File: config.mk
export PLATFORM = sky130hd
export DESIGN_NAME = g711_codec_with_gain
export DESIGN_NICKNAME = d
export VERILOG_FILES = /design/src/design/g7g_pkg.sv /design/src/design/g7g_decode.sv /design/src/design/g711_codec_with_gain.sv
export SDC_FILE = /design/constraint.sdc
export NUM_CORES = 1
export LEC_CHECK = 0
export BUFFER_PORTS_ARGS = -buffer_cell sky130_fd_sc_hd__buf_2
export CORE_MARGIN = 2
export CORE_UTILIZATION = 60
export CTS_CLUSTER_SIZE = 28
export DETAILED_ROUTE_END_ITERATION = 12
export PLACE_DENSITY_LB_ADDON = 0.08
export SETUP_SLACK_MARGIN = 0.05
export SLEW_MARGIN = 20
export SYNTH_ARGS = -nofsm -noshare
export SYNTH_HDL_FRONTEND = slang
export SYNTH_HIERARCHICAL = 1
export SYNTH_SLANG_ARGS = --single-unit
File: constraint.sdc
create_clock -name clk -period 17.35 [get_ports clk]
set_input_delay 3.47 -clock clk [delete_from_list [all_inputs] [get_ports clk]]
set_output_delay 3.47 -clock clk [all_outputs]
set_load 0.02 [all_outputs]
File: src/design/g7g_pkg.sv
// Shared types and constants for the G.711 codec with gain.
package g7g_pkg;

    typedef enum logic [1:0] {
        OP_MU_DEC = 2'd0,
        OP_A_DEC  = 2'd1,
        OP_MU_ENC = 2'd2,
        OP_GAIN   = 2'd3
    } op_t;

    localparam logic [15:0] UNITY_Q12 = 16'd4096;
    localparam logic [8:0]  MU_BIAS   = 9'h084;
    localparam logic [16:0] MU_CLIP   = 17'd32635;
    localparam logic [7:0]  A_XOR     = 8'h55;
    localparam logic [9:0]  A_BIAS    = 10'h108;
    localparam logic [33:0] Q12_HALF  = 34'd2048;

    // stage 1 -> stage 2
    typedef struct packed {
        op_t                op;
        logic signed [15:0] dec_sample;
        logic signed [15:0] lin;
        logic [16:0]        mag;
        logic [15:0]        gain;
        logic               unity;
        logic [14:0]        enc_mag;
    } s1_t;

    // stage 2 -> stage 3
    typedef struct packed {
        op_t                op;
        logic signed [15:0] dec_sample;
        logic signed [15:0] lin;
        logic               neg;
        logic               unity;
        logic [32:0]        prod;
        logic [14:0]        enc_mag;
        logic [2:0]         enc_seg;
    } s2_t;

endpackage

File: src/design/g7g_decode.sv
// Mu-law and A-law byte to 16-bit linear sample expansion.
module g7g_decode (
    input  logic [7:0]         code_byte,
    input  logic               alaw,
    output logic signed [15:0] sample
);
    import g7g_pkg::*;

    logic [7:0]  mu_v;
    logic [8:0]  mu_base;
    logic [15:0] mu_mag;
    logic [15:0] mu_lin;
    logic [7:0]  a_v;
    logic [2:0]  a_seg;
    logic [9:0]  a_base;
    logic [15:0] a_mag;

    always_comb
    begin
        mu_v    = ~code_byte;
        mu_base = {2'b00, mu_v[3:0], 3'b000} + MU_BIAS;
        mu_mag  = 16'(mu_base) << mu_v[6:4];
        mu_lin  = mu_mag - 16'(MU_BIAS);

        a_v    = code_byte ^ A_XOR;
        a_seg  = a_v[6:4];
        a_base = {2'b00, a_v[3:0], 4'b0000};
        if (a_seg == 3'd0)
        begin
            a_mag = 16'(a_base) + 16'd8;
        end
        else
        begin
            a_mag = 16'(a_base + A_BIAS) << (a_seg - 3'd1);
        end

        if (alaw)
        begin
            sample = a_v[7] ? signed'(a_mag) : -signed'(a_mag);
        end
        else
        begin
            sample = mu_v[7] ? -signed'(mu_lin) : signed'(mu_lin);
        end
    end

endmodule

File: src/design/g711_codec_with_gain.sv
// G.711 mu-law/A-law codec with Q12 gain, three-stage pipeline.
// Each request passes through the stage 1, stage 2 and result registers before result valid.
// Throughput: one request per cycle while the output is not stalled; stage 2 holds the 17x16 gain multiplier.
// Stalls ripple back stage by stage; empty stages accept while later ones wait.
// Reset (rst_n, async low) empties the pipeline and sets the gain register to 4096.
module g711_codec_with_gain (
    input  logic               clk,
    input  logic               rst_n,
    input  logic               cfg_we,
    input  logic [15:0]        cfg_wdata,
    input  logic               in_valid,
    output logic               in_ready,
    input  g7g_pkg::op_t       opcode,
    input  logic [7:0]         code_byte,
    input  logic signed [15:0] linear_sample,
    output logic               out_valid,
    input  logic               out_ready,
    output logic signed [15:0] sample_out,
    output logic [7:0]         code_out
);
    import g7g_pkg::*;

    logic [15:0]        gain_reg;
    logic               v1_reg, v2_reg, v3_reg;
    s1_t                s1_reg, s1_next;
    s2_t                s2_reg, s2_next;
    logic signed [15:0] sample_reg, sample_next;
    logic [7:0]         code_reg, code_next;
    logic               adv1, adv2, adv3;
    logic signed [15:0] dec_sample;
    logic [15:0]        g_eff;
    logic [16:0]        clip_mag;
    logic [21:0]        q_mag;
    logic signed [15:0] gain_out;
    logic [3:0]         mant;

    assign adv3     = !v3_reg || out_ready;
    assign adv2     = !v2_reg || adv3;
    assign adv1     = !v1_reg || adv2;
    assign in_ready = adv1;

    g7g_decode u_dec (
        .code_byte (code_byte),
        .alaw      (opcode == OP_A_DEC),
        .sample    (dec_sample)
    );

    // stage 1: decode, magnitude, encoder clip and bias
    always_comb
    begin
        g_eff              = (gain_reg == 16'd0) ? UNITY_Q12 : gain_reg;
        s1_next.op         = opcode;
        s1_next.dec_sample = dec_sample;
        s1_next.lin        = linear_sample;
        s1_next.mag        = linear_sample[15] ? 17'(-17'(signed'(linear_sample)))
                                               : 17'(linear_sample);
        s1_next.gain       = g_eff;
        s1_next.unity      = (g_eff == UNITY_Q12);
        clip_mag           = (s1_next.mag > MU_CLIP) ? MU_CLIP : s1_next.mag;
        s1_next.enc_mag    = 15'(clip_mag + 17'(MU_BIAS));
    end

    // stage 2: gain multiply, encoder segment search
    always_comb
    begin
        s2_next.op         = s1_reg.op;
        s2_next.dec_sample = s1_reg.dec_sample;
        s2_next.lin        = s1_reg.lin;
        s2_next.neg        = s1_reg.lin[15];
        s2_next.unity      = s1_reg.unity;
        s2_next.prod       = s1_reg.mag * s1_reg.gain;
        s2_next.enc_mag    = s1_reg.enc_mag;
        s2_next.enc_seg    = 3'd0;
        for (int i = 1; i < 8; i++)
        begin
            if (s1_reg.enc_mag[7 + i])
            begin
                s2_next.enc_seg = 3'(i);
            end
        end
    end

    // stage 3: round half away from zero, saturate, pack mu-law byte, select the result by opcode
    always_comb
    begin
        q_mag = 22'((34'(s2_reg.prod) + Q12_HALF) >> 12);
        if (s2_reg.neg)
        begin
            gain_out = (q_mag > 22'd32768) ? -16'sd32768 : 16'(-q_mag);
        end
        else
        begin
            gain_out = (q_mag > 22'd32767) ? 16'sd32767 : 16'(q_mag);
        end
        mant = 4'(s2_reg.enc_mag >> ({1'b0, s2_reg.enc_seg} + 4'd3));

        code_next = 8'd0;
        case (s2_reg.op) inside
            OP_MU_DEC, OP_A_DEC: sample_next = s2_reg.dec_sample;
            OP_MU_ENC:
            begin
                sample_next = 16'sd0;
                code_next   = ~{s2_reg.neg, s2_reg.enc_seg, mant};
            end
            default:   sample_next = s2_reg.unity ? s2_reg.lin : gain_out;
        endcase
    end

    always_ff @(posedge clk or negedge rst_n)
    begin
        if (!rst_n)
        begin
            gain_reg <= UNITY_Q12;
            v1_reg   <= 1'b0;
            v2_reg   <= 1'b0;
            v3_reg   <= 1'b0;
        end
        else
        begin
            if (cfg_we)
            begin
                gain_reg <= cfg_wdata;
            end
            if (adv1)
            begin
                v1_reg <= in_valid;
            end
            if (adv2)
            begin
                v2_reg <= v1_reg;
            end
            if (adv3)
            begin
                v3_reg <= v2_reg;
            end
        end
    end

    always_ff @(posedge clk)
    begin
        if (adv1)
        begin
            s1_reg <= s1_next;
        end
        if (adv2)
        begin
            s2_reg <= s2_next;
        end
        if (adv3)
        begin
            sample_reg <= sample_next;
            code_reg   <= code_next;
        end
    end

    assign out_valid  = v3_reg;
    assign sample_out = sample_reg;
    assign code_out   = code_reg;

endmodule

==> results of run 1 <==
## per-layer routing
metal	vias up	track usage (%)	wire (um)
met5	-	0	0
met4	0	9.05	1070
met3	61	3.38	2250
met2	371	44.3	20900
met1	6995	37.7	19600
li1	6534	-	-
## layout make-up
| class | instances | area [um2] |
|---|---|---|
| Multi-Input combinational cell | 1370 | 12300 |
| Fill cell | 2660 | 11700 |
| Sequential cell | 193 | 5700 |
| Inverter | 287 | 1080 |
| Tap cell | 442 | 553 |
| Clock buffer | 17 | 425 |
| Timing Repair Buffer | 78 | 405 |
| Clock inverter | 15 | 224 |
| Antenna cell | 2 | 5.00 |
## logic make-up (layout without fill, tap and decap cells)
family          after synthesis  count (layout)
xor+xnor                     71              71
compound gates              291             291
buf+inv                     398             397
fa+ha+maj                   323             323
simple gates                627             627
mux                          55              55
flops                       193             193
other cells                   2               5
## worst min path at each step
| stage | from | end | slack, ns | cells after the start |
|---|---|---|---|---|
| final | s1_reg[72]$_DFFE_PP_ | s2_reg[76]$_DFFE_PP_ | 0.42 | 0 |
| after global routing | s1_reg[69]$_DFFE_PP_ | s2_reg[73]$_DFFE_PP_ | 0.43 | 0 |
| after CTS | s1_reg[3]$_DFFE_PP_ | s2_reg[6]$_DFFE_PP_ | 0.42 | 0 |
| after detailed placement | s1_reg[69]$_DFFE_PP_ | s2_reg[73]$_DFFE_PP_ | 0.40 | 0 |
| after global placement | s1_reg[65]$_DFFE_PP_ | s2_reg[69]$_DFFE_PP_ | 0.40 | 0 |
| after floorplan | s1_reg[7]$_DFFE_PP_ | s2_reg[10]$_DFFE_PP_ | 0.40 | 0 |
## cells in the final DEF (no fill, tap or decap), types with 14 or more instances in the layout
| master | Yosys | layout |
|---|---|---|
| inv_1 | 284 | 284 |
| nand2_1 | 235 | 235 |
| fa_1 | 207 | 207 |
| edfxtp_1 | 174 | 174 |
| and2_1 | 139 | 139 |
| ha_1 | 116 | 116 |
| nor2_1 | 73 | 73 |
| buf_2 | 9 | 72 |
| a21oi_1 | 47 | 47 |
| xnor2_1 | 45 | 45 |
| o21ai_0 | 42 | 42 |
| nand3_1 | 34 | 34 |
| o211ai_1 | 28 | 28 |
| xor2_1 | 25 | 25 |
| mux2_2 | 25 | 25 |
| nand2b_1 | 24 | 24 |
| mux2i_1 | 24 | 24 |
| nor3_1 | 23 | 23 |
| a211oi_1 | 21 | 21 |
| dfrtp_1 | 18 | 18 |
| clkbuf_16 | 0 | 17 |
| a21o_1 | 14 | 14 |
## worst reg2reg max path: cells and delay by family (launching register included)
kind                       cells  cell delay [ns]
AOI/OAI and AO/OA              5             1.48
xor gates and xnor gates       1             0.11
adders and majority gates      7             3.48
buffers and inverters          4             0.20
DFF                            1             0.71
and+or+nand+nor                2             0.51
## through the flow
stage                     hold slack (ns)  worst slack [ns]  util, %
final                               0.419              9.30     63.9
after global placement              0.401              9.25     61.9
after floorplan                     0.400              7.97        -
after CTS                           0.423              9.22     63.9
after global routing                0.425              9.16     63.9
after detailed placement            0.405              9.22     61.9
## cell usage after synthesis (all sizes together), types with 7 or more instances
cell    number  area share [%]
inv        285             5.5
nand2      235             4.5
fa         207              21
edfxtp     174              27
and2       139             4.4
ha         116             7.4
clkbuf      77             1.5
nor2        74             1.4
a21oi       49             1.3
o21ai       47             1.3
xnor2       45             2.0
nand3       36            0.97
buf         34             1.3
o211ai      29             1.1
mux2i       27             1.4
nor3        26            0.74
xor2        26             1.2
mux2        25             1.4
nand2b      25            0.84
a211oi      23            0.93
dfrtp       18             2.3
a21o        15            0.58
nor2b       14            0.45
and3        11            0.35
o21a        11            0.43
a22oi       10            0.46
a311oi      10            0.54
nor4        10            0.43
o31ai       10            0.38
a31oi        9            0.29
nand3b       9            0.34
or3          9            0.34
nand4        7            0.22
or4          7            0.29
==> results by group, run 1 <==
Worst setup path
  • Critical Path Start: out_ready
  • CP max-delay cell: nand4b_1
  • Cell mode on critical path: buf_2
  • Crit path depth: 3
  • Reg2reg start: s1_reg[44]$_DFFE_PP_
  • Critical Path Fanout Max: 13
  • Flop-to-flop setup slack: 10.61 ns
  • CP cell instances: buf_2 > nand4b_1 > buf_2
  • Worst path required time: 13.88 ns
  • Crit path launch type: primary input
  • Delay-heaviest family, CP: simple AND/OR/NAND/NOR gates
  • Setup CP Type: primary input to output pin
  • R2r worst-path depth: 19
  • Crit. End Element: output pin
  • WP data arrival: 4.58 ns
  • Worst R2R End: s2_reg[47]$_DFFE_PP_
  • CP Capture Point: in_ready
  • Crit path buffers/inverters: 2
  • Largest stage delay, worst path: 0.61 ns

Status
  • Status: finished clean

Route
  • DRC: 0
  • Final WL: 43800 um
  • DR vias: 13961
  • Via density: 5.81
  • Antenna Nets Post-Route: 0
  • Wire length per cell: 18.2 um
  • Initial DRC Count: 1031
  • DRT Pass-1 Iters: 6

Timing
  • Max Slew Vio Count: 0
  • Post-layout minimum cycle time: 8.05 ns
  • Fin Clk Skew: 0.0108 ns
  • Final Setup Violations: 0
  • RSZ-0062 raised after global routing: no
  • Fin Setup TNS: 0 ns
  • Max Freq: 0.124 GHz
  • Hold Vio Cnt, Final: 0
  • Worst-margin pin slew: 0.936 ns
  • Final period util: 46.4%
  • Slew HR: 37.3%

Die
  • Site Rows: 66
  • Die width: 185 um
  • I/O pins: 73
  • Initial core utilization: 60.6%
  • Die Ht: 185 um
  • Die Area: 0.0341 mm2
  • Core area: 0.0324 mm2

CTS
  • Root Driver: clkbuf_16
  • Htree depth: 4
  • Total CTS buffers: 17
  • Hold buffers post-CTS: 0
  • Post-CTS sizing: 0
  • CTS tree: done
  • Clock sinks: 193
  • Postcts setup bufs: 0
  • Clk Latency, worst-skew pair: 0.45 ns
  • CTS clk-pin slew, worst paths: 0.07 ns
  • Clock buffer depth: 2

Placed design
  • Port buffer count: 72
  • Placed cell count: 2370
  • Area after DPL: 0.0200 mm2
  • Post-DP HPWL: 33200 um
  • Gpl congestion: 0.872

Global routing
  • Tot GR Track Use: 27.1%
  • Global route overflow: 0
  • Initial antenna violation count: 2
  • Largest net degree at the start of global routing: 73
  • First-pass GRT wire length: 71600 um
  • Vias in the first global route: 13905

Worst hold path
  • HP Class: flip-flop to flip-flop

Synth
  • Post-synthesis mux area share: 3.22%
  • Distinct cells, synth: 112
  • Seq/Total Area, Yosys: 29.1%
  • Area share of fa/ha/maj cells after synthesis: 28.5%
  • Post-Syn Area: 0.0196 mm2
  • Top FF cell, synth: edfxtp_1
  • Yosys reg bits: 193
  • Mean Syn Cell Area: 10.0 um2
  • Post-Synth Simple-Gate Area: 16.4%
  • Post-synth ARST share: 9.84%
  • Largest family of logic cells by synthesized area: adder cells
  • YS warnings: 6
  • Synth Instances: 1960
  • Post-synth EDFFs: 174
  • Xor and xnor area share after synthesis: 3.21%
  • Compound-gate portion of the synthesized area: 11.2%

Final layout
  • Max reg flops: 79
  • Final instance area: 0.0207 mm2
  • Fraction of layout instances using a drive strength above 1: 9.80%
  • Final Net Count: 2317
  • Area Overhead vs Synth: 5.52%
  • Final Non-Filler Cells: 2404

Flow run
  • Max cap viols: 0
Power of run 1 is not shown: default switching activity piles up to over one toggle a cycle in this logic, so the estimate is an artifact.
==> run 2, diff against run 1 <==
--- a/config.mk
+++ b/config.mk
@@ -5,9 +5,10 @@
 export SDC_FILE = /design/constraint.sdc
 export NUM_CORES = 1
 export LEC_CHECK = 0
+export ABC_AREA = 1
 export BUFFER_PORTS_ARGS = -buffer_cell sky130_fd_sc_hd__buf_2
 export CORE_MARGIN = 2
-export CORE_UTILIZATION = 60
+export CORE_UTILIZATION = 58
 export CTS_CLUSTER_SIZE = 28
 export DETAILED_ROUTE_END_ITERATION = 12
 export PLACE_DENSITY_LB_ADDON = 0.08
==> constraint.sdc (replaced) <==
create_clock -name clk -period 6.85 [get_ports clk]
set_input_delay 1.37 -clock clk [delete_from_list [all_inputs] [get_ports clk]]
set_output_delay 1.37 -clock clk [all_outputs]
set_load 0.02 [all_outputs]
==> run 2 against run 1 <==
Against the previous run: clock skew hardly changed; synthesized cell count up 23%; critical endpoint is now s2_reg[50]$_DFFE_PP_; register-to-register slack got worse by 10 ns; highest routed layer unchanged; first-iteration DRC count up 15%; die area grew 4.4%.
==> results by group, run 2 <==
Synth
  • Leading cell type by number of instances after synthesis: nand2_1
  • YS warnings: 6 (unchanged)
  • Synth top cells by count: 644 x nand2_1, 522 x inv_1, 207 x fa_1
  • Seq/Total Area, Yosys: 28.8% (-0.30 points)
  • Post-synth EDFFs: 174 (unchanged)
  • Largest area contributor in the netlist: edfxtp_1
  • Distinct cells, synth: 62 (-45%)
  • Post-Syn Area: 0.0198 mm2 (+1.1%)
  • Top FF cell, synth: edfxtp_1
  • Mean Syn Cell Area: 8.19 um2 (-18%)
  • Synth Instances: 2419 (+23%)
  • Post-synth ARST share: 9.84% (unchanged)
  • Yosys reg bits: 193 (unchanged)
  • Ranking of synthesized cells by area: edfxtp_1 26%, fa_1 21%, nand2_1 12%
  • Area share of the largest cell type after synthesis: 26.4% (-0.28 points)

Timing
  • Slew HR: 39.6% (+2.2 points)
  • Max Freq: 0.160 GHz
  • Max Slew Vio Count: 0 (unchanged)
  • Fin Setup TNS: 0 ns (unchanged)
  • Worst-margin pin slew: 0.898 ns (-0.0373 ns)
  • Final Setup Violations: 0 (unchanged)
  • Post-layout minimum cycle time: 6.26 ns
  • PnR worst setup slack: 0.593 ns (-8.71 ns)
  • Fin Clk Skew: 0.0104 ns (-0.000365 ns)
  • Final period util: 91.3%
  • RSZ-0062 raised after global routing: no
  • Hold Vio Cnt, Final: 0 (unchanged)

CTS
  • Post-CTS sizing: 0 (unchanged)
  • Postcts setup bufs: 0 (unchanged)
  • CTS tree: done
  • Hold buffers post-CTS: 0 (unchanged)
  • Total CTS buffers: 17 (unchanged)
  • Root Driver: clkbuf_16
  • Htree depth: 4 (unchanged)
  • CTS clk-pin slew, worst paths: 0.08 ns (about the same)
  • Clock sinks: 193 (unchanged)
  • Clk Latency, worst-skew pair: 0.45 ns (about the same)
  • Clock buffer depth: 2 (unchanged)

Worst setup path
  • Critical Path Fanout Max: 15 (+2)
  • Crit path buffers/inverters: 3 (+1)
  • WP data arrival: 6.46 ns (+1.88 ns)
  • Crit path launch type: flip-flop
  • Cell mode on critical path: fa_1
  • CP max-delay cell: edfxtp_1
  • Setup CP Type: flip-flop to flip-flop
  • Crit. End Element: flip-flop
  • Largest stage delay, worst path: 0.84 ns (+0.23 ns)
  • Worst path required time: 7.05 ns (-6.83 ns)
  • Delay-heaviest family, CP: adder cells
  • CP cell instances: nand2_1 > fa_1 > fa_1 > inv_1 > fa_1 > fa_1 > fa_1 > inv_1 > fa_1 > inv_1 > ha_1 > a21oi_1 > o21ai_0 > a21oi_1 > nand2b_1 > o21ai_1 > nand3_1 > nand2_1 > xnor2_1

Final layout
  • Fraction of layout instances using a drive strength above 1: 9.17% (-0.63 points)
  • Final Net Count: 2790 (+20%)
  • Commonest non-fill, non-tap cell in the layout: nand2_1
  • Final Non-Filler Cells: 2882 (+20%)
  • Area Overhead vs Synth: 5.90%
  • Most frequent cells in the layout: 643 x nand2_1, 521 x inv_1, 207 x fa_1, 174 x edfxtp_1, 141 x nor2_1
  • Max reg flops: 79 (unchanged)

Status
  • Status: finished clean

Global routing
  • Global route overflow: 0 (unchanged)
  • Largest net degree at the start of global routing: 63 (-14%)
  • Tot GR Track Use: 28.8% (+1.7 points)
  • Initial antenna violation count: 1 (-1)
  • Vias in the first global route: 15640 (+12%)
  • First-pass GRT wire length: 79400 um (+11%)

Route
  • Initial DRC Count: 1186 (+15%)
  • DR vias: 15293 (+9.5%)
  • Wire length per cell: 16.8 um (-7.7%)
  • Final WL: 48500 um (+11%)
  • Via density: 5.31 (-8.6%)
  • Antenna Nets Post-Route: 0 (unchanged)
  • DRC: 0 (unchanged)
  • DRT Pass-1 Iters: 6 (unchanged)

Worst hold path
  • HP Class: flip-flop to flip-flop

Die
  • Die Area: 0.0356 mm2 (+4.4%)
  • Die Ht: 189 um (+2.2%)
  • I/O pins: 73 (unchanged)
  • Site Rows: 67 (+1.5%)
  • Initial core utilization: 58.9% (-1.6 points)
  • Die width: 189 um (+2.2%)
  • Core area: 0.0336 mm2 (+3.8%)

Placed design
  • Pre-CTS WS: 0.587 ns (-8.64 ns)
  • Post-DP HPWL: 38800 um (+17%)
  • Port buffer count: 72 (unchanged)
  • Placed cell count: 2849 (+20%)
  • Gpl congestion: 0.904 (+3.6%)

Flow run
  • Max cap viols: 0 (unchanged)
run 2: cell families after synthesis:
logic type | synth area share [%]
and+or+nand+nor | 22.4
buffers and inverters | 12.5
adders and majority gates | 28.2
other | 0.0379
DFF | 28.8
xor gates and xnor gates | 2.35
AOI/OAI and AO/OA | 5.30
muxes | 0.341
run 2: path summary, 6_finish.rpt:
check | from | to | slack (ns) | depth (start not counted)
worst min register to register | s1_reg[72]$_DFFE_PP_ | s2_reg[76]$_DFFE_PP_ | 0.42 | 0
worst max register to register | s1_reg[33]$_DFFE_PP_ | s2_reg[50]$_DFFE_PP_ | 0.59 | 19
min in group asynchronous | rst_n | v1_reg$_DFFE_PN0P_ | 0.84 | 1
max in group asynchronous | rst_n | gain_reg[12]$_DFFE_PN1P_ | 5.68 | 1
worst min-delay path | s1_reg[72]$_DFFE_PP_ | s2_reg[76]$_DFFE_PP_ | 0.42 | 0
worst max-delay path | s1_reg[33]$_DFFE_PP_ | s2_reg[50]$_DFFE_PP_ | 0.59 | 19
run 2: cell type report:
type	instances	area [um2]
Fill cell	2992	12600
Multi-Input combinational cell	1583	11600
Clock inverter	15	153
Antenna cell	1	2.50
Sequential cell	193	5700
Timing Repair Buffer	87	473
Tap cell	448	561
Inverter	538	2020
Clock buffer	17	425
run 2: worst register-to-register path: stages (launching register included):
cell	delay [ns]
edfxtp_1	0.84
nand2_1	0.17
fa_1	0.57
fa_1	0.56
inv_1	0.06
fa_1	0.53
fa_1	0.53
fa_1	0.54
inv_1	0.05
fa_1	0.53
inv_1	0.04
ha_1	0.35
a21oi_1	0.26
o21ai_0	0.12
a21oi_1	0.27
nand2b_1	0.18
o21ai_1	0.12
nand3_1	0.10
nand2_1	0.06
xnor2_1	0.13
run 2: per-layer routing:
metal	global-route usage, %	part of all wire [%]
met5	1.24	0
met4	10.9	3.3
met3	3.71	5.6
met2	48.8	48
met1	37.9	43
run 2: stage by stage:
| step | hold WS, ns | util, % | instance area [um2] |
|---|---|---|---|
| finish | 0.416 | 62.4 | 21000 |
| global route | 0.425 | 62.4 | 21000 |
| CTS | 0.417 | 62.4 | 21000 |
| detailed placement | 0.405 | 60.7 | 20400 |
| global placement | 0.401 | 60.7 | 20400 |
| floorplan | 0.400 | - | 19800 |
Power of run 2 is left out for the same reason.
